==> config.mk <==
export PLATFORM = sky130hd
export DESIGN_NAME = two_wire_voice_command_sender
export DESIGN_NICKNAME = d
export VERILOG_FILES = /design/src/rtl/vcs_pkg.sv /design/src/rtl/vcs_next.sv /design/src/rtl/two_wire_voice_command_sender.sv
export SDC_FILE = /design/constraint.sdc
export NUM_CORES = 1
export LEC_CHECK = 0
export BUFFER_PORTS_ARGS = -buffer_cell sky130_fd_sc_hd__buf_2
export CAP_MARGIN = 0
export CORE_ASPECT_RATIO = 1.25
export CORE_MARGIN = 2
export CORE_UTILIZATION = 38
export CTS_BUF_LIST = sky130_fd_sc_hd__clkbuf_8 sky130_fd_sc_hd__clkbuf_16
export CTS_CLUSTER_DIAMETER = 120
export DETAILED_ROUTE_END_ITERATION = 7
export PLACE_DENSITY = 0.63
export SLEW_MARGIN = 5
export SYNTH_ARGS = -nofsm -noshare
export SYNTH_HDL_FRONTEND = slang
export SYNTH_HIERARCHICAL = 1
export SYNTH_SLANG_ARGS = --single-unit
==> constraint.sdc <==
create_clock -name clk -period 34.5 [get_ports clk]
set_input_delay 1.725 -clock clk [delete_from_list [all_inputs] [get_ports clk]]
set_output_delay 1.725 -clock clk [all_outputs]
set_load 0.05 [all_outputs]
==> src/rtl/vcs_pkg.sv <==
// Package for the two-wire voice command sender: sizes, codes, phase encoding
// and the packed word, state and register types shared by all RTL files.
// No dependencies.
`timescale 1ns / 1ps
`default_nettype none

package vcs_pkg;

  localparam int WORD_BITS  = 16;
  localparam int COUNT_BITS = 13;
  localparam int BITS_W     = $clog2(WORD_BITS + 1);
  localparam int IDX_W      = $clog2(WORD_BITS);
  localparam int CFG_BITS   = 13;
  localparam int SHORT_BITS = 8;
  localparam int REG_IDX_W  = 3;
  localparam int IN_WORD_W  = 16;

  typedef enum logic [1:0] {
    CMD_TICK      = 2'd0,
    CMD_SEND      = 2'd1,
    CMD_SEND_IDLE = 2'd2,
    CMD_RESET     = 2'd3
  } cmd_t;

  typedef enum logic [3:0] {
    PHASE_IDLE   = 4'd0,
    PHASE_WAIT   = 4'd1,
    PHASE_START  = 4'd2,
    PHASE_LOW    = 4'd3,
    PHASE_HOLD   = 4'd4,
    PHASE_HIGH   = 4'd5,
    PHASE_GAP    = 4'd6,
    PHASE_FINISH = 4'd7,
    PHASE_RLOW   = 4'd8,
    PHASE_RWAIT  = 4'd9
  } phase_t;

  typedef enum logic [REG_IDX_W-1:0] {
    REG_START      = 3'd0,
    REG_CLOCK_LOW  = 3'd1,
    REG_DATA_HOLD  = 3'd2,
    REG_CLOCK_HIGH = 3'd3,
    REG_GAP        = 3'd4,
    REG_FINISH     = 3'd5,
    REG_RESET_LOW  = 3'd6,
    REG_RESET_WAIT = 3'd7
  } reg_idx_t;

  typedef struct packed {
    cmd_t                 command;
    logic [IN_WORD_W-1:0] word;
    logic                 busy_pin;
  } vcs_req_t;

  typedef struct packed {
    logic clock_pin;
    logic data_pin;
    logic reset_pin;
    logic ready_res;
    logic accepted;
    logic playing;
  } vcs_rsp_t;

  typedef struct packed {
    phase_t                phase;
    logic [COUNT_BITS-1:0] tick_count;
    logic [WORD_BITS-1:0]  shift_word;
    logic [BITS_W-1:0]     bits_left;
    logic                  clock_level;
    logic                  data_level;
    logic                  reset_level;
  } vcs_state_t;

  typedef struct packed {
    logic [CFG_BITS-1:0]   start_ticks;
    logic [SHORT_BITS-1:0] clock_low_ticks;
    logic [SHORT_BITS-1:0] data_hold_ticks;
    logic [SHORT_BITS-1:0] clock_high_ticks;
    logic [CFG_BITS-1:0]   gap_ticks;
    logic [CFG_BITS-1:0]   finish_ticks;
    logic [CFG_BITS-1:0]   reset_low_ticks;
    logic [CFG_BITS-1:0]   reset_wait_ticks;
  } vcs_cfg_t;

  localparam vcs_cfg_t CFG_RESET = '{
    start_ticks:      13'd40,
    clock_low_ticks:  8'd1,
    data_hold_ticks:  8'd1,
    clock_high_ticks: 8'd2,
    gap_ticks:        13'd40,
    finish_ticks:     13'd400,
    reset_low_ticks:  13'd100,
    reset_wait_ticks: 13'd6000
  };

  localparam vcs_state_t STATE_RESET = '{
    phase:       PHASE_IDLE,
    tick_count:  '0,
    shift_word:  '0,
    bits_left:   '0,
    clock_level: 1'b1,
    data_level:  1'b0,
    reset_level: 1'b1
  };

endpackage

`default_nettype wire

==> src/rtl/vcs_next.sv <==
// Next-state and result logic of the voice command sender for one word.
// Depends on vcs_pkg; purely combinational, used by the top level.
`timescale 1ns / 1ps
`default_nettype none

module vcs_next import vcs_pkg::*; (
  input  vcs_state_t state,
  input  vcs_cfg_t   cfg,
  input  vcs_req_t   item,
  output vcs_state_t state_next,
  output vcs_rsp_t   result
);

  localparam int DUR_W     = (COUNT_BITS > CFG_BITS) ? COUNT_BITS : CFG_BITS;
  localparam int COUNT_MAX = (1 << COUNT_BITS) - 1;

  function automatic logic [COUNT_BITS-1:0] duration(input vcs_cfg_t c, input phase_t p);
    logic [CFG_BITS-1:0] raw;
    logic [DUR_W-1:0]    wide;
    begin
      case (p)
        PHASE_START:  raw = c.start_ticks;
        PHASE_LOW:    raw = CFG_BITS'(c.clock_low_ticks);
        PHASE_HOLD:   raw = CFG_BITS'(c.data_hold_ticks);
        PHASE_HIGH:   raw = CFG_BITS'(c.clock_high_ticks);
        PHASE_GAP:    raw = c.gap_ticks;
        PHASE_FINISH: raw = c.finish_ticks;
        PHASE_RLOW:   raw = c.reset_low_ticks;
        PHASE_RWAIT:  raw = c.reset_wait_ticks;
        default:      raw = '0;
      endcase
      wide = DUR_W'(raw);
      if (wide > DUR_W'(COUNT_MAX)) begin
        duration = COUNT_BITS'(COUNT_MAX);
      end else begin
        duration = wide[COUNT_BITS-1:0];
      end
    end
  endfunction

  function automatic logic timed(input phase_t p);
    timed = (p != PHASE_IDLE) && (p != PHASE_WAIT);
  endfunction

  function automatic vcs_state_t enter(input vcs_state_t s, input phase_t p);
    vcs_state_t r;
    begin
      r = s;
      r.phase = p;
      r.tick_count = '0;
      case (p)
        PHASE_START, PHASE_LOW: begin
          r.clock_level = 1'b0;
        end
        PHASE_HOLD: begin
          r.clock_level = 1'b0;
          r.data_level = s.shift_word[WORD_BITS-1];
        end
        PHASE_HIGH, PHASE_GAP, PHASE_FINISH: begin
          r.clock_level = 1'b1;
        end
        PHASE_RLOW: begin
          r.clock_level = 1'b0;
          r.reset_level = 1'b0;
        end
        PHASE_RWAIT: begin
          r.clock_level = 1'b1;
          r.reset_level = 1'b1;
        end
        default: begin
        end
      endcase
      enter = r;
    end
  endfunction

  function automatic vcs_state_t advance(input vcs_state_t s);
    vcs_state_t r;
    begin
      r = s;
      case (s.phase)
        PHASE_START:  r = enter(s, PHASE_LOW);
        PHASE_LOW:    r = enter(s, PHASE_HOLD);
        PHASE_HOLD:   r = enter(s, PHASE_HIGH);
        PHASE_HIGH: begin
          r.shift_word = s.shift_word << 1;
          if (s.bits_left != '0) begin
            r.bits_left = s.bits_left - BITS_W'(1);
          end
          r = enter(r, (r.bits_left != '0) ? PHASE_GAP : PHASE_FINISH);
        end
        PHASE_GAP:    r = enter(s, PHASE_LOW);
        PHASE_RLOW:   r = enter(s, PHASE_RWAIT);
        default:      r = enter(s, PHASE_IDLE);
      endcase
      advance = r;
    end
  endfunction

  function automatic vcs_state_t skip(input vcs_state_t s, input vcs_cfg_t c);
    if (timed(s.phase) && (duration(c, s.phase) == '0)) begin
      skip = advance(s);
    end else begin
      skip = s;
    end
  endfunction

  // When all four per-bit phases are zero, the remaining bits go out at once.
  function automatic logic runs_out(input vcs_state_t s, input vcs_cfg_t c);
    logic in_loop;
    logic all_zero;
    begin
      in_loop = (s.phase == PHASE_LOW) || (s.phase == PHASE_HOLD) ||
                (s.phase == PHASE_HIGH) || (s.phase == PHASE_GAP);
      all_zero = (duration(c, PHASE_LOW) == '0) && (duration(c, PHASE_HOLD) == '0) &&
                 (duration(c, PHASE_HIGH) == '0) && (duration(c, PHASE_GAP) == '0);
      runs_out = in_loop && all_zero && (s.bits_left != '0);
    end
  endfunction

  function automatic vcs_state_t run_out(input vcs_state_t s);
    vcs_state_t       r;
    logic [IDX_W-1:0] idx;
    begin
      r = s;
      idx = IDX_W'(WORD_BITS - int'(s.bits_left));
      if (!((s.phase == PHASE_HIGH) && (s.bits_left == BITS_W'(1)))) begin
        r.data_level = s.shift_word[idx];
      end
      r.shift_word = s.shift_word << s.bits_left;
      r.bits_left = '0;
      run_out = enter(r, PHASE_FINISH);
    end
  endfunction

  function automatic vcs_state_t start_frame(input vcs_state_t s);
    vcs_state_t r;
    begin
      r = s;
      r.bits_left = BITS_W'(WORD_BITS);
      start_frame = enter(r, PHASE_START);
    end
  endfunction

  vcs_state_t landing;
  vcs_state_t chain [0:6];
  logic       settle_en;
  logic       taken;
  logic [COUNT_BITS-1:0] count_inc;

  assign count_inc = state.tick_count + COUNT_BITS'(1);

  always_comb begin
    landing = state;
    settle_en = 1'b0;
    taken = 1'b0;
    case (item.command)
      CMD_TICK: begin
        if (state.phase == PHASE_WAIT) begin
          if (item.busy_pin) begin
            landing = start_frame(state);
            settle_en = 1'b1;
          end
        end else if (timed(state.phase)) begin
          landing.tick_count = count_inc;
          if (count_inc >= duration(cfg, state.phase)) begin
            landing = advance(landing);
            settle_en = 1'b1;
          end
        end
      end
      default: begin
        if (state.phase == PHASE_IDLE) begin
          taken = 1'b1;
          settle_en = 1'b1;
          if (item.command == CMD_RESET) begin
            landing = enter(state, PHASE_RLOW);
          end else begin
            landing.shift_word = WORD_BITS'(item.word);
            if ((item.command == CMD_SEND) || item.busy_pin) begin
              landing = start_frame(landing);
            end else begin
              landing = enter(landing, PHASE_WAIT);
            end
          end
        end
      end
    endcase
  end

  always_comb begin
    chain[0] = skip(landing, cfg);
    chain[1] = runs_out(chain[0], cfg) ? run_out(chain[0]) : chain[0];
    for (int i = 2; i < 7; i++) begin
      chain[i] = skip(chain[i-1], cfg);
    end
  end

  assign state_next = settle_en ? chain[6] : landing;

  assign result = '{
    clock_pin: state_next.clock_level,
    data_pin:  state_next.data_level,
    reset_pin: state_next.reset_level,
    ready_res: (state_next.phase == PHASE_IDLE),
    accepted:  taken,
    playing:   !item.busy_pin
  };

endmodule

`default_nettype wire

==> src/rtl/two_wire_voice_command_sender.sv <==
// Top level of the two-wire voice command sender: handshakes, registers,
// input and result stages. Depends on vcs_pkg and vcs_next.
//
//   Channel   Direction  Handshake            Payload
//   req       in         req_valid/req_stall  vcs_req_t  (command, word, busy_pin)
//   rsp       out        rsp_valid/rsp_stall  vcs_rsp_t  (pin levels, ready, accepted)
//   cfg       in         cfg_valid/cfg_ready  cfg_index, cfg_data
//
// Each word passes through the input register, then through the next-state
// logic into the result register. One word is accepted per cycle while the
// result is not stalled; the sender state updates with the result register.
// Reset is synchronous and restores the register defaults and the idle state.
// A stalled result holds the result register, and the input register behind it.
`timescale 1ns / 1ps
`default_nettype none

module two_wire_voice_command_sender import vcs_pkg::*; (
  input  wire logic                  clk,
  input  wire logic                  rst,
  input  wire logic                  req_valid,
  output logic                       req_stall,
  input  wire vcs_req_t              req_word,
  output logic                       rsp_valid,
  input  wire logic                  rsp_stall,
  output vcs_rsp_t                   rsp_word,
  input  wire logic                  cfg_valid,
  output logic                       cfg_ready,
  input  wire logic [REG_IDX_W-1:0]  cfg_index,
  input  wire logic [CFG_BITS-1:0]   cfg_data
);

  vcs_cfg_t   cfg;
  vcs_state_t state;
  vcs_state_t state_next;
  vcs_rsp_t   result;
  vcs_req_t   item;
  logic       item_valid;
  logic       adv;

  assign cfg_ready = 1'b1;
  assign adv = item_valid && (!rsp_valid || !rsp_stall);
  assign req_stall = item_valid && !adv;

  vcs_next u_next (
    .state      (state),
    .cfg        (cfg),
    .item       (item),
    .state_next (state_next),
    .result     (result)
  );

  always_ff @(posedge clk) begin
    if (rst) begin
      cfg <= CFG_RESET;
    end else if (cfg_valid && cfg_ready) begin
      case (reg_idx_t'(cfg_index))
        REG_START:      cfg.start_ticks <= cfg_data;
        REG_CLOCK_LOW:  cfg.clock_low_ticks <= cfg_data[SHORT_BITS-1:0];
        REG_DATA_HOLD:  cfg.data_hold_ticks <= cfg_data[SHORT_BITS-1:0];
        REG_CLOCK_HIGH: cfg.clock_high_ticks <= cfg_data[SHORT_BITS-1:0];
        REG_GAP:        cfg.gap_ticks <= cfg_data;
        REG_FINISH:     cfg.finish_ticks <= cfg_data;
        REG_RESET_LOW:  cfg.reset_low_ticks <= cfg_data;
        REG_RESET_WAIT: cfg.reset_wait_ticks <= cfg_data;
        default:        cfg <= cfg;
      endcase
    end
  end

  always_ff @(posedge clk) begin
    if (rst) begin
      item_valid <= 1'b0;
      rsp_valid <= 1'b0;
      state <= STATE_RESET;
    end else begin
      if (!req_stall) begin
        item_valid <= req_valid;
      end
      if (adv) begin
        state <= state_next;
        rsp_valid <= 1'b1;
      end else if (!rsp_stall) begin
        rsp_valid <= 1'b0;
      end
    end
  end

  always_ff @(posedge clk) begin
    if (req_valid && !req_stall) begin
      item <= req_word;
    end
    if (adv) begin
      rsp_word <= result;
    end
  end

  a_refused_when_busy: assert property (@(posedge clk) disable iff (rst)
    adv && (state.phase != PHASE_IDLE) && (item.command != CMD_TICK) |=> !rsp_word.accepted)
    else $error("command taken while a frame or reset was in progress");

  a_reset_pin_phase: assert property (@(posedge clk) disable iff (rst)
    !state.reset_level |-> (state.phase == PHASE_RLOW))
    else $error("reset line low outside the reset pulse");

  a_bits_in_range: assert property (@(posedge clk) disable iff (rst)
    state.bits_left <= BITS_W'(WORD_BITS))
    else $error("bit counter beyond word length");

  a_stall_cause: assert property (@(posedge clk) disable iff (rst)
    req_stall |-> item_valid && rsp_valid && rsp_stall)
    else $error("input stalled without a stalled result");

  a_state_holds: assert property (@(posedge clk) disable iff (rst)
    !adv |=> $stable(state))
    else $error("sender state changed without a word");

endmodule

`default_nettype wire
# Word-level counts from Yosys, hierarchy flattened
# Index checks and enable logic that the tools add are counted.
[totals]
output_inout_bits = 9
regBits = 157
[op_classes]
n_lt_le_gt_ge = 13
mux = 110
shift = 1
n_eq_ne = 135
n_reduce_logical = 97
add_sub_neg = 9
[op_table]
columns = ["operator", "count"]
rows = [
  ["case mux 41 bit (5 select lines)", 7],
  ["case mux 13 bit (8 select lines)", 7],
  ["2-to-1 mux 41 bit", 15],
  ["equality test 4 x 3 -> 1 bit (second input constant)", 59],
  ["2-to-1 mux 13 bit", 17],
  ["logical NOT 13 bit", 10],
  ["2-to-1 mux 5 bit", 24],
  ["equality test 4 x 2 -> 1 bit (second input constant)", 29],
  ["equality test 4 bit (second input constant)", 28],
  ["> comparator 13 bit (second input constant)", 8],
  ["nonzero test 5 bit", 15],
  ["OR reduction 4 bit", 14],
  ["> comparator 8 x 13 -> 1 bit (second input constant)", 3],
  ["2-to-1 mux 39 bit", 1],
  ["subtractor 5 x 1 -> 5 bit (second input constant)", 7],
  ["!= test 4 x 1 -> 1 bit (second input constant)", 7],
  ["case mux 1 bit (2 select lines)", 14],
  ["nonzero test 4 bit", 7],
  ["2-to-1 mux 1 bit", 24],
  ["logical AND 1 bit", 22],
  ["AND reduction 2 bit", 8],
  ["<< shifter 16 x 5 -> 16 bit", 1],
  ["OR reduction 2 bit", 7],
  ["adder 13 x 1 -> 13 bit (second input constant)", 1],
  ["other kinds (17)", 30],
]

# Longest topological paths before layout
# Gate-level depths: netlist (run 1).
[depth]
depth_word = 118
mapped_depth = 67
depth_no_buf = 60

# By module
# The synthesis (run 1) kept the hierarchy.
[modules_own_cells]
columns = ["module", "area_each_um2", "cells_per_inst", "instances"]
rows = [
  ["vcs_next", 10136.0, 1565, 1],
  ["two_wire_voice_command_sender", 6209.7, 548, 1],
]

# Worst setup path before layout (run 1)
# Ideal clock, no wire load.
[synth_timing]
path_type = "reg-to-reg"
start = "register state[37] (netlist name)"
end = "register rsp_word[2] (netlist name), data pin"
period_less_slack_ns = 13.617
required_time_ns = 34.234
path_stages_with_launch = 63
n_path_buf = 10
setup_slack_ns = 20.883
t_arrival_ns = 13.351
setup_time_ns = 0.266
path_cell_list = "dfxtp_1 > buf_2 > clkbuf_1 > clkbuf_1 > nor2b_1 > and3b_1 > clkbuf_1 > a221oi_1 > o21ai_0 > a21oi_1 > ha_1 > nand3_1 > nor3_1 > a211oi_2 > buf_2 > o31a_1 > nor4_2 > nand2_1 > [... 27 more ...] > a311oi_1 > nor4_2 > and2_1 > xnor2_1 > inv_1 > ha_1 > nand2_1 > mux2i_1 > a21oi_2 > mux2_2 > ha_1 > mux2_2 > a311o_1 > a211o_1 > a211oi_1 > a211oi_2 > o22ai_2 > nor4_2"
[synth_lines]
columns = ["item", "line_no", "rtl"]
rows = [
  ["to (signal assigned)", "two_wire_voice_command_sender.sv:93", "rsp_word <= result;"],
  ["to (decl)", "two_wire_voice_command_sender.sv:25", "output vcs_rsp_t rsp_word,"],
]

==> results of run 1 <==
[per-layer routing]
| layer | up-vias | wire length [microns] | track usage (%) |
|---|---|---|---|
| met5 | - | 0 | 0 |
| met4 | 0 | 5030 | 19.7 |
| met3 | 263 | 3940 | 4.33 |
| met2 | 837 | 29700 | 46.0 |
| met1 | 8167 | 24800 | 32.6 |
| li1 | 7839 | - | - |
[logic make-up after synthesis]
family | share of synthesized area (%)
compound gates | 24.2
flops | 20.8
xor+xnor | 1.49
mux | 16.8
buf+inv | 4.40
fa+ha+maj | 2.22
simple gates | 30.1
other cells | 0.0229
[worst paths after layout]
path	slack, ns	depth (start not counted)	end
setup / recovery	17.00	52	rsp_word[2]
hold / removal	0.50	2	state[10]
setup reg to reg	17.00	52	rsp_word[2]
hold reg to reg	0.50	2	state[10]
[synthesized netlist by cell type (12+ instances only)]
| library cell | instances | area [sq um] |
|---|---|---|
| a211o_1 | 12 | 105 |
| a211oi_1 | 21 | 158 |
| a21o_1 | 12 | 90.1 |
| a21oi_1 | 92 | 460 |
| a221oi_1 | 18 | 158 |
| a22o_1 | 13 | 114 |
| a22oi_1 | 24 | 180 |
| a31oi_1 | 16 | 100 |
| a32oi_1 | 12 | 105 |
| and2_1 | 24 | 150 |
| and3_1 | 26 | 163 |
| buf_1 | 12 | 45.0 |
| buf_2 | 37 | 185 |
| buf_4 | 12 | 90.1 |
| clkbuf_1 | 60 | 225 |
| dfxtp_1 | 132 | 2640 |
| edfxtp_1 | 25 | 751 |
| ha_1 | 29 | 363 |
| inv_1 | 26 | 97.6 |
| mux2_2 | 46 | 518 |
| mux2i_1 | 208 | 2080 |
| nand2_1 | 205 | 769 |
| nand2b_1 | 177 | 1110 |
| nand3_1 | 51 | 255 |
| nand4_1 | 17 | 106 |
| nor2_1 | 213 | 800 |
| nor3_1 | 79 | 395 |
| nor3b_1 | 12 | 90.1 |
| nor4_1 | 22 | 138 |
| o211ai_1 | 32 | 240 |
| o21ai_0 | 112 | 561 |
| o22ai_1 | 17 | 106 |
| o31ai_1 | 13 | 97.6 |
| or2_2 | 14 | 87.6 |
| or3_1 | 14 | 87.6 |
| xnor2_1 | 16 | 140 |
[layout make-up]
type | instances | area, sq um | area share, %
repair buffers | 73 | 433 | 2.47
multi-input cells | 1803 | 12300 | 70.2
flip-flops and latches | 157 | 3390 | 19.4
clock inverters | 13 | 125 | 0.714
well taps | 559 | 699 | 3.99
clock buffers | 19 | 464 | 2.65
inverters | 26 | 97.6 | 0.557
[critical path: cells and delay by family (launching register included)]
family | cells | cell delay (ns)
xor gates and xnor gates | 2 | 0.55
and+or+nand+nor | 13 | 4.53
buffers and inverters | 4 | 0.99
DFF | 1 | 0.30
adders and majority gates | 5 | 1.58
AOI/OAI and AO/OA | 26 | 8.59
muxes | 2 | 0.66
[cells in the final DEF (no fill, tap or decap), types with 46 or more instances in the layout]
cell type and instances:
nor2_1 211, a21oi_1 92, dfxtp_1 132, nand2b_1 177, o21ai_0 111, nor3_1 79
buf_2 46, mux2i_1 208, nand3_1 51, nand2_1 205, mux2_2 46
[registers in the layout, summed over array words and instances, names as in the netlist]
name and cells:
state 41, item_valid 1, item 19, rsp_word 6, cfg 89, rsp_valid 1
[stage by stage]
stage,util (%),std cells,cell area [sq um],setup slack [ns]
final,41.5,2650,17500,17.00
after CTS,41.5,2650,17500,17.38
after floorplan,-,2113,16300,20.88
after global placement,40.1,2618,16900,17.91
after detailed placement,40.1,2618,16900,17.40
after global routing,41.5,2650,17500,15.75
==> flow_metrics.tcl, run 1 <==
set metrics [dict create \
    track_usage_pct 27.8 \
    dp_hpwl_mm 48.6 \
    tightestPinTransition_ns 1.14 \
    yosysSeqAreaShare_pct 20.8 \
    clk_latency_ns 0.47 \
    min-delay-path-class "reg2reg" \
    cts_tree "done" \
    num_vias 17100 \
    maxSlewViolCount 0 \
    postCtsHoldBufs 0 \
    finalNetCount 2147 \
    ios 49 \
    syn-instance-count 2113 \
    cts_buffers 17 \
    syn_to_final_growth_pct 7.17 \
    crit_start "state[37]" \
    start_util_pct 38.7 \
    antenna_found_initial 0 \
    fin_hold_ws_ns 0.497 \
    drtAntennaViolNets 0 \
    cts.htree.levels 4 \
    finalSetupViolCount 0 \
    numPortBuffers 47 \
    rsz0062_at_grt "no" \
    cp-start-kind "flip-flop" \
    numClockSinks 157 \
    fin_crit_ns 17.50 \
    max_stage_delay_ns 0.99 \
    r2r_start "state[37]" \
    end_kind "flip-flop" \
    drtPass1Iterations 8 \
    die-area_sq_um 44700 \
    synthDistinctLibCells 128 \
    cp_common_cell "ha_1" \
    postRouteWirelength_mm 63.5 \
    syn_avg_cell_area_sq_um 7.74 \
    fmax_mhz 57.1 \
    drive_gt1_share_pct 12.1 \
    diodes 0 \
    status "completed" \
    critPathArrivalTime_ns 17.71 \
    routed_via_density 6.46 \
    syn_area_sq_um 16300 \
    async_flop_share_pct 0 \
    cp_max_fo 40 \
    slew_headroom_pct 24.1 \
    max-cap-violations 0 \
    wl_per_cell_microns 23.9 \
    finalCritPeriodShare_pct 50.7 \
    nFillCells 4395 \
    root_buffer "clkbuf_16" \
    cp_slowest_cell "a2111oi_2" \
    worstPathRequired_ns 34.71 \
    clockBufferDepth 2 \
    yosys_warnings 6 \
    path_clk_slew_ns 0.07 \
    gp_congestion 1.01 \
    hold_violations 0 \
    cts_resized 0 \
    finClkSkew_ns 0.0125 \
    post_cts_buffers 0 \
    core_area_sq_um 42300 \
    grt_pass1_vias 16300 \
    synth_edf_count 25 \
    die_w_microns 190 \
    grt_pass1_wl_mm 96.6 \
    synth-seq-cells 157 \
    dominantRegCellSynth "dfxtp_1" \
    syn_nets 2182 \
    grt_max_degree 104 \
    overflow 0 \
    route.detailed.drc 0 \
    hold_start "state[10]" \
    critPathKind "reg2reg" \
    num_rows 84 \
    fin_tns_setup_ns 0 \
    first_iter_violations 1847 \
    fp.dieH_microns 236 \
]
Power of run 1 is not shown: default switching activity piles up to over one toggle a cycle in this logic, so the estimate is an artifact.
==> inputs of run 2 (changes only) <==
- ABC_AREA: default -> 1
- PLACE_DENSITY: 0.63 -> 0.65
- clock period: 34.5 -> 14.1 ns (I/O delays scaled with it)
==> flow_metrics.tcl, run 2 <==
set metrics [dict create \
    synth_edf_count 25 \
    tightestPinTransition_ns 1.21 \
    utilization_pct 43.5 \
    clk_latency_ns 0.47 \
    status "completed" \
    synth_area_leaders "nand2_1 (19%), dfxtp_1 (15%), nor2_1 (12%), nand3_1 (9.3%), inv_1 (7.5%)" \
    power_leakage_nw 10.3 \
    gp_congestion 1.17 \
    synth-seq-cells 157 \
    drive_gt1_share_pct 12.1 \
    overflow 0 \
    crit_start "state[38]" \
    finalSetupViolCount 0 \
    fin_area_sq_um 20500 \
    r2r-end "state[12]" \
    instances_no_fill 4038 \
    numPortBuffers 47 \
    finalCritPeriodShare_pct 93.6 \
    end_kind "flip-flop" \
    yosysSeqAreaShare_pct 18.8 \
    grt_max_degree 95 \
    placed_area_sq_um 19700 \
    fin_ws_ns 0.898 \
    r2r_start "state[38]" \
    root_buffer "clkbuf_16" \
    start_util_pct 38.4 \
    synth_top_area_share_pct 18.9 \
    regArea_sq_um 3400 \
    cp-start-kind "flip-flop" \
    yosys_warnings 6 \
    fin_crit_ns 13.20 \
    cp_common_cell "nand2_1" \
    num_rows 89 \
    mostFrequentLayoutCells "nand2_1 (906), nor2_1 (547), inv_1 (361)" \
    cts_buffers 17 \
    maxSlewViolCount 0 \
    cts.htree.levels 4 \
    fmax_mhz 75.7 \
    ys_top_cells_by_count "nand2_1 (910), nor2_1 (556), inv_1 (362), nand3_1 (337), o21ai_0 (169)" \
    route.detailed.drc 0 \
    reg_top3 "cfg x89, state x41, item x19" \
    nFillCells 5301 \
    mostFrequentLayoutCell "nand2_1" \
    core_area_sq_um 47100 \
    pre_cts_slack_ns 0.543 \
    syn_to_final_growth_pct 13.3 \
    num_vias 23000 \
    max-cap-violations 0 \
    first_iter_violations 2441 \
    ios 49 \
    grt_pass1_wl_mm 136 \
    r2r_slack_ns 0.90 \
    synth_area_leader_cell "nand2_1" \
    cts_tree "done" \
    hold_violations 0 \
    drtAntennaViolNets 0 \
    syn-instance-count 3284 \
    finClkSkew_ns 0.0186 \
    syn_nets 3353 \
    postCtsHoldBufs 0 \
    syn_avg_cell_area_sq_um 5.50 \
    critPathKind "reg2reg" \
    die-area_sq_um 49300 \
    regMostFlops "cfg" \
    slew_headroom_pct 18.5 \
    dpl.cell_count 3999 \
    vdd_ir_drop_max_mv 0.129 \
    critPathArrivalTime_ns 13.57 \
    routed_via_density 5.70 \
    cp_max_fo 17 \
    largest_reg_flops 89 \
    worstPathRequired_ns 14.47 \
    min-delay-path-class "in2reg" \
    wl_per_cell_microns 23.0 \
    die_w_microns 199 \
    multi_input_area_sq_um 12700 \
    syn_area_sq_um 18100 \
    dp_hpwl_mm 74.7 \
    synthDistinctLibCells 65 \
    cp_slowest_cell "nand2_1" \
    synthMostInstantiatedCell "nand2_1" \
    path_clk_slew_ns 0.08 \
    finalNetCount 3455 \
    clockBufferDepth 2 \
    drtPass1Iterations 8 \
    grt_pass1_vias 21200 \
    track_usage_pct 37.5 \
    antenna_found_initial 3 \
    max_stage_delay_ns 0.37 \
    async_flop_share_pct 0 \
    rr_worst_depth 93 \
    dominantRegCellSynth "dfxtp_1" \
    postRouteWirelength_mm 92.8 \
    numClockSinks 157 \
    p_per_area_nw_per_um2 243 \
    fp.dieH_microns 248 \
    critPathCapture "state[12]" \
]
[run 2: cell types whose count changed in the layout (fill, tap and decap cells not counted), moves of 58 or more]
cell | previous run | this run
nand2_1 | 205 | 906
nor2_1 | 211 | 547
inv_1 | 26 | 361
nand3_1 | 51 | 335
mux2i_1 | 208 | 5
nand2b_1 | 177 | 0
buf_4 | 27 | 154
nand4_1 | 17 | 87
o21ai_0 | 111 | 169
[run 2: kinds of logic (layout without fill, tap and decap cells)]
logic type,Yosys count,in the layout,synth area share [%]
AOI/OAI and AO/OA,503,503,16.6
xor gates and xnor gates,14,14,0.679
and+or+nand+nor,2050,2050,49.8
other,1,3,0.0208
adders and majority gates,29,29,2.01
buffers and inverters,523,638,11.7
DFF,157,157,18.8
muxes,7,7,0.402
[run 2: what timing repair did]
item / CTS / global route
gates resized for setup: 0 / 37
setup endpoints to repair: 0 / 27
setup buffers: 0 / 5
[run 2: stage by stage]
stage | total power [mW] | TNS (ns) | hold WS, ns
after floorplan | 3.15 | 0 | 0.429
after global placement | 4.35 | 0 | 0.441
after detailed placement | 4.34 | 0 | 0.445
after CTS | 4.84 | 0 | 0.382
after global routing | 5.43 | -0.00541 | 0.384
final | 4.97 | 0 | 0.400
[run 2: worst min-delay path by stage]
stage | start | end | slack, ns | cells past startpoint
detailed placement | cfg[12] | cfg[12] | 0.44 | 2
global route | req_word[12] | item[12] | 0.38 | 1
finish | req_word[9] | item[9] | 0.40 | 1
global placement | cfg[9] | cfg[9] | 0.44 | 2
CTS | req_word[0] | item[0] | 0.38 | 1
floorplan | cfg[12] | cfg[12] | 0.43 | 2
[run 2: cell type report]
type                       instances  area share, %
antenna                            2         0.0245
clock buffer                      17           2.08
clock inverter                    15          0.899
inverter                         402           7.41
multi-input combinational       2604           62.0
sequential                       157           16.6
tap                              637           3.89
timing repair buffer             204           7.09
[run 2: metal layers]
layer  vias up  track usage (%)  part of all wire, %
li1      11000                -                    -
met3       359             7.49                  7.1
met5         -                0                    0
met4         0             31.5                  9.8
met2      1029             60.7                   45
met1     10600             42.6                   38
[run 2: power breakdown]
group | internal (mW) | switching (mW) | total, mW | leakage, nW
Sequential | 0.484 | 0.0335 | 0.518 | 1.32
Clock | 0.241 | 0.236 | 0.477 | 0.298
Combinational | 1.29 | 2.69 | 3.98 | 8.70
[run 2: worst max-delay path, delay by kind of cell, from the launching register on]
kind | cells | cell delay, ns
fa+ha+maj | 2 | 0.52
buf+inv | 20 | 2.71
flops | 1 | 0.32
simple gates | 63 | 8.41
compound gates | 8 | 1.08
No activity file was read; power rests on OpenSTA's default activity.
